**src/rtl/core/pfr_pkg.sv**
```systemverilog
package pfr_pkg;

  // shared divider geometry
  localparam int DIV_W      = 16;
  localparam int DIVISOR_W  = 8;
  localparam int DIV_STEPS  = 2;
  localparam int DIV_CYCLES = DIV_W / DIV_STEPS;
  localparam int DIV_CNT_W  = $clog2(DIV_CYCLES);

  // register indexes
  localparam logic [1:0] REG_MODE    = 2'd0;
  localparam logic [1:0] REG_FAN     = 2'd1;
  localparam logic [1:0] REG_TARGET  = 2'd2;
  localparam logic [1:0] REG_TIMEOUT = 2'd3;

  // register reset values
  localparam logic        MODE_RST    = 1'b0;
  localparam logic [6:0]  FAN_RST     = 7'd50;
  localparam logic [6:0]  TARGET_RST  = 7'd25;
  localparam logic [15:0] TIMEOUT_RST = 16'd5000;

  // arithmetic constants
  localparam logic [DIVISOR_W-1:0] RAW_DIV  = 8'd240;
  localparam logic [DIVISOR_W-1:0] PRES_DEN = 8'd100;
  localparam logic [6:0]           PRES_NUM = 7'd95;
  localparam logic [7:0]           FAN_SCALE  = 8'd200;
  localparam logic [3:0]           STEP_SCALE = 4'd10;
  localparam logic [14:0]          FREQ_MAX   = 15'd20000;
  localparam logic [15:0]          TIMER_MAX  = 16'hffff;

  typedef enum logic [2:0] {
    ST_IDLE,
    ST_RAW,
    ST_SCALE,
    ST_DECIDE,
    ST_RATIO,
    ST_FINISH
  } pfr_state_e;

  typedef enum logic [2:0] {
    ACT_FAN,
    ACT_HOLD,
    ACT_RAISE,
    ACT_LOWER,
    ACT_ZERO
  } pfr_act_e;

  typedef struct packed {
    logic                 start;
    logic [DIV_W-1:0]     dividend;
    logic [DIVISOR_W-1:0] divisor;
  } div_req_t;

  typedef struct packed {
    logic             done;
    logic [DIV_W-1:0] quotient;
  } div_rsp_t;

endpackage

```
**src/rtl/core/pfr_div.sv**
```systemverilog
module pfr_div
  import pfr_pkg::*;
(
  input  logic     clk_i,
  input  logic     rst_ni,
  input  div_req_t req_i,
  output div_rsp_t rsp_o
);

  logic                 busy_q;
  logic                 done_q;
  logic [DIV_CNT_W-1:0] cnt_q;
  logic [DIV_W-1:0]     work_q, work_d;
  logic [DIVISOR_W-1:0] rem_q, rem_d;
  logic [DIVISOR_W-1:0] divisor_q;
  logic [DIVISOR_W:0]   cand;

  // restoring division, two quotient bits per cycle
  always_comb begin
    rem_d  = rem_q;
    work_d = work_q;
    cand   = '0;
    for (int i = 0; i < DIV_STEPS; i++) begin
      cand   = {rem_d, work_d[DIV_W-1]};
      work_d = {work_d[DIV_W-2:0], 1'b0};
      if (cand >= {1'b0, divisor_q}) begin
        cand      = cand - {1'b0, divisor_q};
        work_d[0] = 1'b1;
      end
      rem_d = cand[DIVISOR_W-1:0];
    end
  end

  always_ff @(posedge clk_i or negedge rst_ni) begin
    if (!rst_ni) begin
      busy_q <= 1'b0;
      done_q <= 1'b0;
      cnt_q  <= '0;
    end else begin
      done_q <= 1'b0;
      if (req_i.start) begin
        busy_q <= 1'b1;
        cnt_q  <= '0;
      end else if (busy_q) begin
        cnt_q <= cnt_q + 1'b1;
        if (cnt_q == DIV_CNT_W'(DIV_CYCLES - 1)) begin
          busy_q <= 1'b0;
          done_q <= 1'b1;
        end
      end
    end
  end

  always_ff @(posedge clk_i) begin
    if (req_i.start) begin
      work_q    <= req_i.dividend;
      rem_q     <= '0;
      divisor_q <= req_i.divisor;
    end else if (busy_q) begin
      work_q <= work_d;
      rem_q  <= rem_d;
    end
  end

  assign rsp_o.done     = done_q;
  assign rsp_o.quotient = work_q;

endmodule

```
**src/rtl/core/pressure_ratio_fan_regulator_top.sv**
```systemverilog
// channel | direction | handshake                   | payload
// in      | input     | in_valid_i / in_stall_o     | raw_pressure_i, elapsed_ticks_i
// out     | output    | out_valid_o / out_stall_i   | drive_frequency_o, pressure_value_o,
//         |           |                             | not_reached_o
// cfg     | input     | cfg_we_i                    | cfg_idx_i, cfg_wdata_i
//
// an item passes the raw and scale divisions, a decide step, a ratio division when a
// ratio step is needed, and a finish step: every division goes through one shared
// divider that retires two bits a cycle, with up to three passes per item
// in_stall_o is high from accept until the result is loaded into the output register
// a stalled result holds the block in its last state; a new word is still taken
// once the result sits in the output register
// reset clears control state and loads register defaults; no clearing pass
module pressure_ratio_fan_regulator_top
  import pfr_pkg::*;
(
  input  logic               clk_i,
  input  logic               rst_ni,
  input  logic               in_valid_i,
  output logic               in_stall_o,
  input  logic signed [15:0] raw_pressure_i,
  input  logic        [15:0] elapsed_ticks_i,
  output logic               out_valid_o,
  input  logic               out_stall_i,
  output logic        [14:0] drive_frequency_o,
  output logic signed [8:0]  pressure_value_o,
  output logic               not_reached_o,
  input  logic               cfg_we_i,
  input  logic        [1:0]  cfg_idx_i,
  input  logic        [15:0] cfg_wdata_i
);

  pfr_state_e state_q, state_d;
  pfr_act_e   act_q, act_d;

  logic        mode_q;
  logic [6:0]  fan_q;
  logic [6:0]  target_q;
  logic [15:0] timeout_q;

  logic [14:0] freq_q;
  logic [15:0] timer_q, timer_d;
  logic        out_valid_q;
  logic signed [8:0] pres_out_q;
  logic        alarm_q, alarm_d;

  logic        raw_neg_q;
  logic [15:0] ticks_q;
  logic signed [8:0] q_q;
  logic        step_neg_q;

  div_req_t div_req;
  div_rsp_t div_rsp;

  logic        accept;
  logic        out_free;
  logic        fin_go;
  logic [15:0] raw_mag;
  logic [15:0] scale_num;
  logic signed [8:0] q_new;
  logic signed [8:0] tgt_s;
  logic        q_eq;
  logic        q_above;
  logic [7:0]  q_mag;
  logic [15:0] ratio_num;
  logic [7:0]  ratio_den;
  logic        need_div;
  logic [14:0] step_mag;
  logic signed [16:0] f_cur;
  logic signed [16:0] f_new;
  logic [14:0] freq_d;
  logic [16:0] timer_sum;
  logic [15:0] timer_sat;

  pfr_div u_div (
    .clk_i  (clk_i),
    .rst_ni (rst_ni),
    .req_i  (div_req),
    .rsp_o  (div_rsp)
  );

  assign accept   = (state_q == ST_IDLE) && in_valid_i;
  assign out_free = !out_valid_q || !out_stall_i;
  assign fin_go   = (state_q == ST_FINISH) && out_free;

  assign raw_mag   = raw_pressure_i[15] ? (~raw_pressure_i + 16'd1) : raw_pressure_i;
  assign scale_num = 16'(div_rsp.quotient[7:0] * PRES_NUM);
  assign q_new     = raw_neg_q ? -$signed({1'b0, div_rsp.quotient[7:0]})
                               : $signed({1'b0, div_rsp.quotient[7:0]});

  // pressure against target
  assign tgt_s   = $signed({2'b00, target_q});
  assign q_eq    = (q_q == tgt_s);
  assign q_above = (tgt_s > q_q);
  assign q_mag   = q_q[8] ? 8'(-q_q) : q_q[7:0];

  always_comb begin
    act_d     = ACT_HOLD;
    need_div  = 1'b0;
    ratio_num = 16'(target_q * STEP_SCALE);
    ratio_den = (q_q == '0) ? 8'd1 : q_mag;
    if (!mode_q) begin
      act_d = ACT_FAN;
    end else if (q_eq) begin
      act_d = ACT_HOLD;
    end else if (q_above) begin
      act_d    = ACT_RAISE;
      need_div = 1'b1;
    end else if (target_q == '0) begin
      act_d = ACT_ZERO;
    end else begin
      act_d     = ACT_LOWER;
      need_div  = 1'b1;
      ratio_num = 16'(q_mag * STEP_SCALE);
      ratio_den = {1'b0, target_q};
    end
  end

  // next state
  always_comb begin
    state_d = state_q;
    case (state_q)
      ST_IDLE:   if (in_valid_i) state_d = ST_RAW;
      ST_RAW:    if (div_rsp.done) state_d = ST_SCALE;
      ST_SCALE:  if (div_rsp.done) state_d = ST_DECIDE;
      ST_DECIDE: state_d = need_div ? ST_RATIO : ST_FINISH;
      ST_RATIO:  if (div_rsp.done) state_d = ST_FINISH;
      ST_FINISH: if (out_free) state_d = ST_IDLE;
      default:   state_d = ST_IDLE;
    endcase
  end

  // divider requests
  always_comb begin
    div_req = '0;
    case (state_q)
      ST_IDLE: begin
        div_req.start    = in_valid_i;
        div_req.dividend = raw_mag;
        div_req.divisor  = RAW_DIV;
      end
      ST_RAW: begin
        div_req.start    = div_rsp.done;
        div_req.dividend = scale_num;
        div_req.divisor  = PRES_DEN;
      end
      ST_DECIDE: begin
        div_req.start    = need_div;
        div_req.dividend = ratio_num;
        div_req.divisor  = ratio_den;
      end
      default: div_req = '0;
    endcase
  end

  assign in_stall_o = (state_q != ST_IDLE);

  // frequency update
  assign step_mag = 15'(div_rsp.quotient[10:0] * STEP_SCALE);
  assign f_cur    = $signed({2'b00, freq_q});

  always_comb begin
    f_new = f_cur;
    case (act_q)
      ACT_FAN:   f_new = $signed({2'b00, 15'(fan_q * FAN_SCALE)});
      ACT_HOLD:  f_new = f_cur;
      ACT_RAISE: f_new = step_neg_q ? f_cur - $signed({2'b00, step_mag})
                                    : f_cur + $signed({2'b00, step_mag});
      ACT_LOWER: f_new = f_cur - $signed({2'b00, step_mag});
      ACT_ZERO:  f_new = '0;
      default:   f_new = f_cur;
    endcase
    if (f_new < 0) begin
      freq_d = '0;
    end else if (f_new > $signed({2'b00, FREQ_MAX})) begin
      freq_d = FREQ_MAX;
    end else begin
      freq_d = f_new[14:0];
    end
  end

  // wait timer
  assign timer_sum = {1'b0, timer_q} + {1'b0, ticks_q};
  assign timer_sat = timer_sum[16] ? TIMER_MAX : timer_sum[15:0];

  always_comb begin
    timer_d = timer_sat;
    alarm_d = 1'b0;
    if (mode_q) begin
      if (!q_eq && (timer_sat >= timeout_q)) begin
        alarm_d = 1'b1;
        timer_d = '0;
      end else if (q_eq) begin
        timer_d = '0;
      end
    end
  end

  always_ff @(posedge clk_i or negedge rst_ni) begin
    if (!rst_ni) begin
      state_q     <= ST_IDLE;
      mode_q      <= MODE_RST;
      fan_q       <= FAN_RST;
      target_q    <= TARGET_RST;
      timeout_q   <= TIMEOUT_RST;
      freq_q      <= '0;
      timer_q     <= '0;
      out_valid_q <= 1'b0;
    end else begin
      state_q <= state_d;
      if (cfg_we_i) begin
        case (cfg_idx_i)
          REG_MODE:    mode_q    <= cfg_wdata_i[0];
          REG_FAN:     fan_q     <= cfg_wdata_i[6:0];
          REG_TARGET:  target_q  <= cfg_wdata_i[6:0];
          REG_TIMEOUT: timeout_q <= cfg_wdata_i;
          default:     mode_q    <= mode_q;
        endcase
        timer_q <= '0;
      end else if (fin_go) begin
        timer_q <= timer_d;
      end
      if (fin_go) begin
        freq_q      <= freq_d;
        out_valid_q <= 1'b1;
      end else if (!out_stall_i) begin
        out_valid_q <= 1'b0;
      end
    end
  end

  always_ff @(posedge clk_i) begin
    if (accept) begin
      raw_neg_q <= raw_pressure_i[15];
      ticks_q   <= elapsed_ticks_i;
    end
    if ((state_q == ST_SCALE) && div_rsp.done) begin
      q_q <= q_new;
    end
    if (state_q == ST_DECIDE) begin
      act_q      <= act_d;
      step_neg_q <= q_q[8];
    end
    if (fin_go) begin
      pres_out_q <= q_q;
      alarm_q    <= alarm_d;
    end
  end

  assign out_valid_o       = out_valid_q;
  assign drive_frequency_o = freq_q;
  assign pressure_value_o  = pres_out_q;
  assign not_reached_o     = alarm_q;

endmodule

```
**config.mk**
```make
export PLATFORM = sky130hd
export DESIGN_NAME = pressure_ratio_fan_regulator_top
export DESIGN_NICKNAME = d
export VERILOG_FILES = /design/src/rtl/core/pfr_pkg.sv /design/src/rtl/core/pfr_div.sv /design/src/rtl/core/pressure_ratio_fan_regulator_top.sv
export SDC_FILE = /design/constraint.sdc
export NUM_CORES = 1
export LEC_CHECK = 0
export BUFFER_PORTS_ARGS = -buffer_cell sky130_fd_sc_hd__buf_2
export CELL_PAD_IN_SITES_DETAIL_PLACEMENT = 1
export CELL_PAD_IN_SITES_GLOBAL_PLACEMENT = 2
export CORE_MARGIN = 2
export CORE_UTILIZATION = 30
export CTS_CLUSTER_DIAMETER = 40
export DETAILED_ROUTE_END_ITERATION = 16
export GPL_ROUTABILITY_DRIVEN = 0
export MAX_ROUTING_LAYER = met4
export PLACE_DENSITY_LB_ADDON = 0.1
export SYNTH_ARGS = -nofsm -noshare
export SYNTH_HDL_FRONTEND = slang
export SYNTH_SLANG_ARGS = --single-unit
```
**constraint.sdc**
```tcl
create_clock -name clk_i -period 10.6 [get_ports clk_i]
set_input_delay 0.53 -clock clk_i [delete_from_list [all_inputs] [get_ports clk_i]]
set_output_delay 0.53 -clock clk_i [all_outputs]
set_load 0.02 [all_outputs]
```
# --- Word level (Yosys, flattened, before mapping) ---
# Index checks and enable logic that the tools add are counted.
totals:
  regBits: 143
  latch_bits: 0
  mem_bits_rw: 0
  rom_bits: 0
  input_bits: 55
  output_inout_bits: 27
  elab_cells: 142
  n_memories: 0
classes:
  n_addsub: 9
  n_mul: 5
  div_mod_pow: 0
  order_cmp: 6
  n_eq_ne: 19
  n_shift: 0
  mux: 54
  bitwise: 2
  reduce_logical: 23
ops:
  columns: ["operator", "n"]
  rows:
  - ["$mux 16", 10]
  - ["$pmux 25 s3", 1]
  - ["$mux 8", 9]
  - ["$pmux 17 s4", 1]
  - ["$mux 12", 3]
  - ["$mux 15", 2]
  - ["$mux 3", 8]
  - ["$ge 9x8->1", 2]
  - ["$pmux 3 s6", 1]
  - ["$add 16x16->17", 1]
  - ["$gt 17x16->1 const B", 1]
  - ["$lt 17x1->1 const B", 1]
  - ["$mux 1", 17]
  - ["$mux 17", 1]
  - ["$add 15x15->16", 1]
  - ["$add 16x1->16 const B", 1]
  - ["$ge 16x16->1", 1]
  - ["$not 16->16", 1]
  - ["$sub 15x15->16", 1]
  - ["$sub 8x8->8", 2]
  - ["$mul 8x7->15 const B", 1]
  - ["$mul 11x3->14 const B", 1]
  - ["$eq 3x2->1 const B", 4]
  - ["$eq 3x3->1 const B", 4]
  - ["other kinds (28)", 43]

# --- Logic depth before layout (Yosys ltp) ---
# Gate-level depths: netlist of the first run.
logic_depth:
  depth_word: 9
  depth_mapped: 25
  mapped_depth_nobuf: 24

# --- Cells and area by module ---
# A second synthesis of the first run with hierarchy kept.
unflattened:
  cells_unflattened: 1421
  hier_area_um2: 13503.0
modules_own_cells:
  columns: ["module", "instances", "cells_each", "area_per_inst_um2", "seq_area_each_um2"]
  rows:
  - ["pressure_ratio_fan_regulator_top", 1, 1214, 11192.0, 2866.5]
  - ["pfr_div", 1, 207, 2311.0, 1006.0]

# --- Least setup slack after synthesis of the first run ---
# Ideal clock, no wire load.
synth_path:
  path_kind: "register to register"
  startpoint: "register timer_q[0]"
  endpoint: "register timer_q[10]"
  setup_ps: 66
  t_arrival_ps: 4723
  required_ps: 10534
  path_slack_ps: 5811
  path_stages_with_launch: 26
  n_path_buf: 1
  period_less_slack_ps: 4789
  path_cell_list: "dfrtp_1 > ha_1 > inv_1 > fa_1 > nor2b_1 > o21ai_1 > a21boi_1 > o41a_1 > o2111a_1 > nor3_1 > nor2_1 > a311oi_2 > nand2b_1 > inv_1 > ha_1 > nand2b_1 > a21o_1 > a21o_1 > a21o_1 > a21o_1 > a21oi_1 > o21ai_0 > a211o_1 > a211oi_2 > buf_2 > a22o_1"
synth_between:
  elab_chain_len: 8
  elab_cells_between_ends: 9
  classes_between: "add/sub (1); order compare (1); mux (6); reduce/logical (1)"
synth_lines:
  columns: ["element", "line", "rtl"]
  rows:
  - ["from (decl)", "pressure_ratio_fan_regulator_top.sv:42", "logic [15:0] timer_q, timer_d;"]
  - ["from (signal assigned)", "pressure_ratio_fan_regulator_top.sv:221", "timer_q <= timer_d;"]
  - ["$add 16x16->17 (*)", "pressure_ratio_fan_regulator_top.sv:183", "assign timer_sum = {1'b0, timer_q} + {1'b0, ticks_q};"]
  - ["$mux 16 (*)", "pressure_ratio_fan_regulator_top.sv:184", "assign timer_sat = timer_sum[16] ? TIMER_MAX : timer_sum[15:0];"]
  - ["$ge 16x16->1", "pressure_ratio_fan_regulator_top.sv:190", "if (!q_eq && (timer_sat >= timeout_q)) begin"]
  - ["$logic_and 1x1->1", "pressure_ratio_fan_regulator_top.sv:190", null]
  - ["$mux 16", "pressure_ratio_fan_regulator_top.sv:190", null]
  - ["$mux 16 (*)", "pressure_ratio_fan_regulator_top.sv:189", "if (mode_q) begin"]
  - ["$mux 16 (*)", "pressure_ratio_fan_regulator_top.sv:220", "end else if (fin_go) begin"]
  - ["$mux 16 (*)", "pressure_ratio_fan_regulator_top.sv:211", "if (cfg_we_i) begin"]
# Every way passes the cells marked *; elsewhere a longest branch is shown, timed or not. The select of a mux whose other input is x is not followed.
# A chain may end at the register's enable or synchronous reset.

# --- Worst setup path after layout of the first run ---
layout_path:
  startpoint: "register u_div.work_q[1]"
  endpoint: "register freq_q[8], in the netlist drive_frequency_o[8]"
layout_between:
  elab_chain_len: 7
  elab_cells_between_ends: 9
  classes_between: "add/sub (2); mul (1); order compare (2); mux (4)"
layout_lines:
  columns: ["element", "line", "rtl"]
  rows:
  - ["from (decl)", "pfr_div.sv:13", "logic [DIV_W-1:0] work_q, work_d;"]
  - ["from (signal assigned)", "pfr_div.sv:56", "work_q <= req_i.dividend;"]
  - ["from (signal assigned)", "pfr_div.sv:60", "work_q <= work_d;"]
  - ["$mul 11x3->14 (*)", "pressure_ratio_fan_regulator_top.sv:159", "assign step_mag = 15'(div_rsp.quotient[10:0] * STEP_SCALE);"]
  - ["$add 15x15->16 / $sub 15x15->16 (equally long branches)", "pressure_ratio_fan_regulator_top.sv:168, pressure_ratio_fan_regulator_top.sv:167, pressure_ratio_fan_regulator_top.sv:169", null]
  - ["$mux 17", "pressure_ratio_fan_regulator_top.sv:167", "ACT_RAISE: f_new = step_neg_q ? f_cur - $signed({2'b00, step_mag})"]
  - ["$pmux 17 s4 (*)", "pressure_ratio_fan_regulator_top.sv:164", "case (act_q)"]
  - ["$gt 17x16->1", "pressure_ratio_fan_regulator_top.sv:175", "end else if (f_new > $signed({2'b00, FREQ_MAX})) begin"]
  - ["$mux 15", "pressure_ratio_fan_regulator_top.sv:175", null]
  - ["$mux 15 (*)", "pressure_ratio_fan_regulator_top.sv:173", "if (f_new < 0) begin"]
  - ["to (signal assigned)", "pressure_ratio_fan_regulator_top.sv:224", "freq_q <= freq_d;"]
  - ["to (decl)", "pressure_ratio_fan_regulator_top.sv:41", "logic [14:0] freq_q;"]
# Every way passes the cells marked *; elsewhere a longest branch is shown, timed or not.

==> flow_summary.toml, run 1 <==
[flow_run]
max_cap_violations = 0

[route]
drc_errors = 0
num_vias = 11068
drt_first_pass_iters = 5
routedWlPerCell_um = 19.82
initialDrtViolationCount = 448
wirelength_um = 42730
viasPerCell = 5.134
final_antenna_net_count = 0

[clock_network]
numCtsBuffers = 17
worstSkewPairLatency_ps = 450
cts_resized = 0
clkTransAtPathRegs_ps = 60
cts_tree = "built"
h-tree-depth = 4
cts_sinks = 143
cts_root_buf = "clkbuf_16"
clockBufferDepth = 2

[status]
status = "finished, final reports clean"

[cells_and_area]
layoutNonFillerInstCount = 2156
layout-drive-gt1-share_pct = 13.50
antennaDiodeCount = 0
finalCoreUtilization_pct = 33.95
finalNetCount = 1820
area_delta_synth_final_pct = 12.33
fillers = 5249

[synthesis]
synth_edf_count = 64
ys_warn_count = 0
avgSynthCellArea_um2 = 9.264
synth_top_area_share_pct = 17.41
syn-cell-area_mm2 = 0.01366
postSynth.asyncResetShare_pct = 49.65
yosysUniqueCellTypes = 101
synth_ff_type = "edfxtp_1"
synthTopCellsByCount = "190 x ha_1, 149 x inv_1, 104 x nand2_1"
synth_fp_nets = 1751
synthCells = 1474
synth_seq_cells = 143
synth.most_common_cell = "ha_1"
synth_top_cell_by_area = "ha_1"
ys_seq_area_share_pct = 28.36
synth_area_leaders = "ha_1 17%, edfxtp_1 14%, dfrtp_1 11%"

[die]
die_w_um = 217.4
initial_core_util_pct = 30.22
std_cell_rows = 78
core_area_mm2 = 0.04519
fp.dieH_um = 217.4
ios = 82
die-area_mm2 = 0.04724

[worst_setup_path]
critPathArrivalTime_ps = 5970
worst_setup_path_end_kind = "register"
start_kind = "register"
path_max_fanout = 10
reg2reg_depth = 22
rrSetupSlack_ps = 4940
required_ps = 10900
r2r_end = "drive_frequency_o[8]"
reg2reg_from = "u_div.work_q[1]"
path_class = "register to register"
endpoint = "drive_frequency_o[8]"
cp-startpoint = "u_div.work_q[1]"

[placement]
dpl.hpwl_um = 34610
placed_cells = 2123
port_buffers = 81
pre_cts_ws_ps = 5003

[sta]
slew_headroom_pct = 34.36
min_period_over_period_pct = 53.43
worst_slack_ps = 4936
slew_violations = 0
setup_viol = 0
worstMarginPinSlew_ps = 984.6
rsz0062_at_grt = "false"
finalSetupTns_ps = 0
hold_viol = 0
max_clock_freq_mhz = 176.6
post-route-min-period_ps = 5664
clock_skew_ps = 9.677

[global_routing]
grt_pass1_wl_um = 68320
grt_max_degree = 68
grt_use_total_pct = 19.24
grt_overflow = 0
grt_pass1_vias = 11604
antenna_found_initial = 0

[hold_path]
hold_path.class = "input pin to register"
[stage by stage]
stage / cell area, um2 / hold slack (ps)
2_1_floorplan: 13660 / 234.4
3_3_place_gp: 14690 / 332.8
3_5_place_dp: 14690 / 332.5
4_1_cts: 15340 / 225.1
5_1_grt: 15340 / 232.9
6_report: 15340 / 256.3
[worst min path at each step]
stage	startpoint	cells past startpoint	slack (ps)	end
floorplan	rst_ni	0	230	drive_frequency_o[0]
global placement	rst_ni	1	330	drive_frequency_o[10]
detailed placement	rst_ni	1	330	drive_frequency_o[14]
CTS	elapsed_ticks_i[9]	1	230	ticks_q[9]
global route	elapsed_ticks_i[7]	1	230	ticks_q[7]
finish	elapsed_ticks_i[7]	1	260	ticks_q[7]
[per-layer routing]
| layer | wire length, um | track usage (%) |
|---|---|---|
| met1 | 21220 | 25.61 |
| met2 | 20320 | 31.43 |
| met3 | 688 | 2.404 |
| met4 | 505 | 3.904 |
| met5 | 0 | - |
[cell type report]
class / instances / area [um2] / area share, %
multi-input combinational: 1136 / 9006 / 58.71
sequential: 143 / 3872 / 25.24
tap: 600 / 750.7 / 4.894
inverter: 152 / 570.5 / 3.719
timing repair buffer: 93 / 500.5 / 3.263
clock buffer: 20 / 478.0 / 3.116
clock inverter: 12 / 161.4 / 1.052
[timing repair]
| action | CTS | global route |
|---|---|---|
| hold buffers | 1 | 0 |
| setup endpoints to repair | 0 | 0 |
| setup buffers | 0 | 0 |
| hold endpoints to repair | 4 | 0 |
[cell families after synthesis]
logic type,synth area share (%)
fa+ha+maj,22.10
simple gates,14.83
mux,5.131
buf+inv,5.690
flops,28.36
compound gates,18.89
xor+xnor,5.003
[worst max-delay path, cell delays in order (launching register included)]
cell and delay [ps]:
edfxtp_1 570, ha_1 420, ha_1 240, fa_1 400, a21oi_1 160, nor2_1 50, nor2_1 150, o21bai_1 80
a21oi_1 250, o21bai_1 100, a21oi_1 300, xnor2_1 180, ha_1 450, inv_1 140, a21oi_1 180, and4_1 250
o211ai_1 110, a21oi_1 300, a21oi_1 100, nor4b_2 190, a21boi_2 240, o21a_1 510, o21ai_1 160
[cells in the final DEF (no fill, tap or decap), types with 14 or more instances in the layout]
master | Yosys | routed
inv_1 | 149 | 149
mux2_2 | 38 | 38
a21o_1 | 27 | 27
nor2_1 | 89 | 89
o31ai_1 | 14 | 14
edfxtp_1 | 64 | 64
a22o_1 | 16 | 16
buf_2 | 9 | 80
fa_1 | 32 | 32
nand2b_1 | 23 | 23
nand2_1 | 104 | 104
xnor2_1 | 52 | 52
nand3_1 | 26 | 26
a21oi_1 | 90 | 90
nor3_1 | 27 | 27
xor2_1 | 26 | 26
a211oi_1 | 18 | 18
nor2b_1 | 29 | 29
o21ai_0 | 75 | 75
dfrtp_1 | 60 | 60
clkbuf_16 | 0 | 18
or3_1 | 19 | 19
mux2i_1 | 25 | 25
ha_1 | 190 | 190
[flip-flops by register name (all words and copies together), names as in the netlist]
signal / flops
fan_q: 7
u_div.busy_q: 1
q_q: 9
ticks_q: 16
pressure_value_o: 9
mode_q: 1
drive_frequency_o: 15
act_q: 3
u_div.work_q: 16
target_q: 7
step_neg_q: 1
not_reached_o: 1
u_div.rem_q: 8
timer_q: 16
u_div.divisor_q: 8
state_q: 3
u_div.done_q: 1
timeout_q: 16
out_valid_o: 1
raw_neg_q: 1
u_div.cnt_q: 3
Power of run 1 is not shown: default switching activity piles up to over one toggle a cycle in this logic, so the estimate is an artifact.
==> run 2: changes to the inputs <==
Clock period 10.6 ns to 4.7 ns, I/O delays scaled along.
==> flow_summary.toml, run 2 (same netlist as run 1, synthesis figures left out) <==
[clock_network]
clkTransAtPathRegs_ps = 70
h-tree-depth = 4
numCtsBuffers = 17
clockBufferDepth = 2
cts_tree = "built"
worstSkewPairLatency_ps = 450
cts_sinks = 143
cts_root_buf = "clkbuf_16"

[cells_and_area]
final_common_cell = "ha_1"
final_cell_mix = "171 x ha_1, 169 x buf_4, 145 x inv_1"
area_delta_synth_final_pct = 28.39
finalNetCount = 2013
antennaDiodeCount = 0
finalCoreUtilization_pct = 38.80
fillers = 5203
layout-drive-gt1-share_pct = 26.99
layoutNonFillerInstCount = 2349

[status]
status = "finished, violations left"
violations = "negative setup slack"

[global_routing]
antenna_found_initial = 0
grt_overflow = 0
grt_use_total_pct = 20.28
grt_max_degree = 57
grt_pass1_vias = 12479
grt_pass1_wl_um = 71750

[die]
fp.dieH_um = 217.4
core_area_mm2 = 0.04519
initial_core_util_pct = 30.22
ios = 82
die_w_um = 217.4
std_cell_rows = 78
die-area_mm2 = 0.04724

[route]
final_antenna_net_count = 0
num_vias = 11875
drc_errors = 0
drt_first_pass_iters = 4
viasPerCell = 5.055
routedWlPerCell_um = 19.50
wirelength_um = 45800
initialDrtViolationCount = 445

[sta]
rsz0062_at_grt = "true"
worst_slack_ps = -120.4
hold_viol = 0
worstMarginPinSlew_ps = 889.2
slew_headroom_pct = 40.55
setup_viol = 25
post-route-min-period_ps = 4820
clock_skew_ps = 16.28
min_period_over_period_pct = 102.6
max_clock_freq_mhz = 207.5
slew_violations = 0

[flow_run]
max_cap_violations = 0

[hold_path]
hold_path.class = "input pin to register"
holdPathStages = 2
hold_start = "cfg_wdata_i[8]"
hold_end = "timeout_q[8]"

[placement]
dpl.hpwl_um = 36510
placed_cells = 2252
port_buffers = 81

[worst_setup_path]
r2r_end = "drive_frequency_o[10]"
required_ps = 5030
reg2reg_from = "u_div.work_q[1]"
path_class = "register to register"
critPathArrivalTime_ps = 5150
rrSetupSlack_ps = -120
start_kind = "register"
path_max_fanout = 4
worst_setup_path_end_kind = "register"
reg2reg_depth = 23
==> run 2: layout make-up <==
type / instances / area (um2) / share of cell area [%]
sequential: 143 / 3872 / 22.09
clock buffer: 18 / 450.4 / 2.569
timing repair buffer: 286 / 2113 / 12.05
inverter: 152 / 570.5 / 3.254
multi-input combinational: 1136 / 9648 / 55.03
tap: 600 / 750.7 / 4.282
clock inverter: 14 / 126.4 / 0.7208
==> run 2: worst max path at each step <==
stage	startpoint	to	slack (ps)	cells past startpoint
6_report	u_div.work_q[1]	drive_frequency_o[10]	-120	23
3_5_place_dp	timer_q[0]	timer_q[7]	-400	26
3_3_place_gp	timer_q[0]	timer_q[14]	-240	26
5_1_grt	ticks_q[0]	timer_q[14]	-350	26
2_1_floorplan	u_div.work_q[1]	drive_frequency_o[4]	3	23
4_1_cts	ticks_q[0]	timer_q[14]	-200	26
==> run 2: through the flow <==
stage	setup slack, ps	area (um2)	hold slack, ps	TNS (ps)
2_1_floorplan	2.835	13670	-60.59	0
3_3_place_gp	-244.4	15690	117.7	-5643
3_5_place_dp	-399.9	15690	113.8	-9927
4_1_cts	-198.7	16840	2.165	-2818
5_1_grt	-349.6	17530	21.55	-8033
6_report	-120.4	17530	29.21	-1441
==> run 2: what timing repair did <==
| item | CTS | global route |
|---|---|---|
| hold endpoints to repair | 35 | 0 |
| endpoints found under the setup margin | 42 | 47 |
| cloned | 1 | 2 |
| pin swaps | 35 | 66 |
| buffers inserted | 18 | 23 |
| hold buffers | 21 | 0 |
| resized for setup | 49 | 86 |
==> run 2: routing by layer <==
layer | global-route usage, % | up-vias | part of all wire (%)
li1 | - | 5840 | -
met1 | 26.35 | 5879 | 47
met2 | 33.73 | 112 | 49
met3 | 2.082 | 44 | 1.8
met4 | 5.251 | 0 | 1.8
met5 | - | - | 0
==> run 2: critical path, cell delays in order (launching register included) <==
cell      delay, ps
edfxtp_1        430
buf_6           150
ha_4            240
ha_4            170
fa_2            370
a21oi_2         130
nor2_1           60
nor2_2          120
o21bai_1        100
a21oi_2         160
o21bai_1        100
a21oi_2         210
xnor2_2         220
ha_4            280
buf_6           120
a31oi_4         180
o31ai_1          90
a211o_1         270
o32a_1          380
nor4b_2         320
a21boi_2        100
buf_4           170
a31o_2          220
a21boi_1        130
Power of run 2 is left out for the same reason.
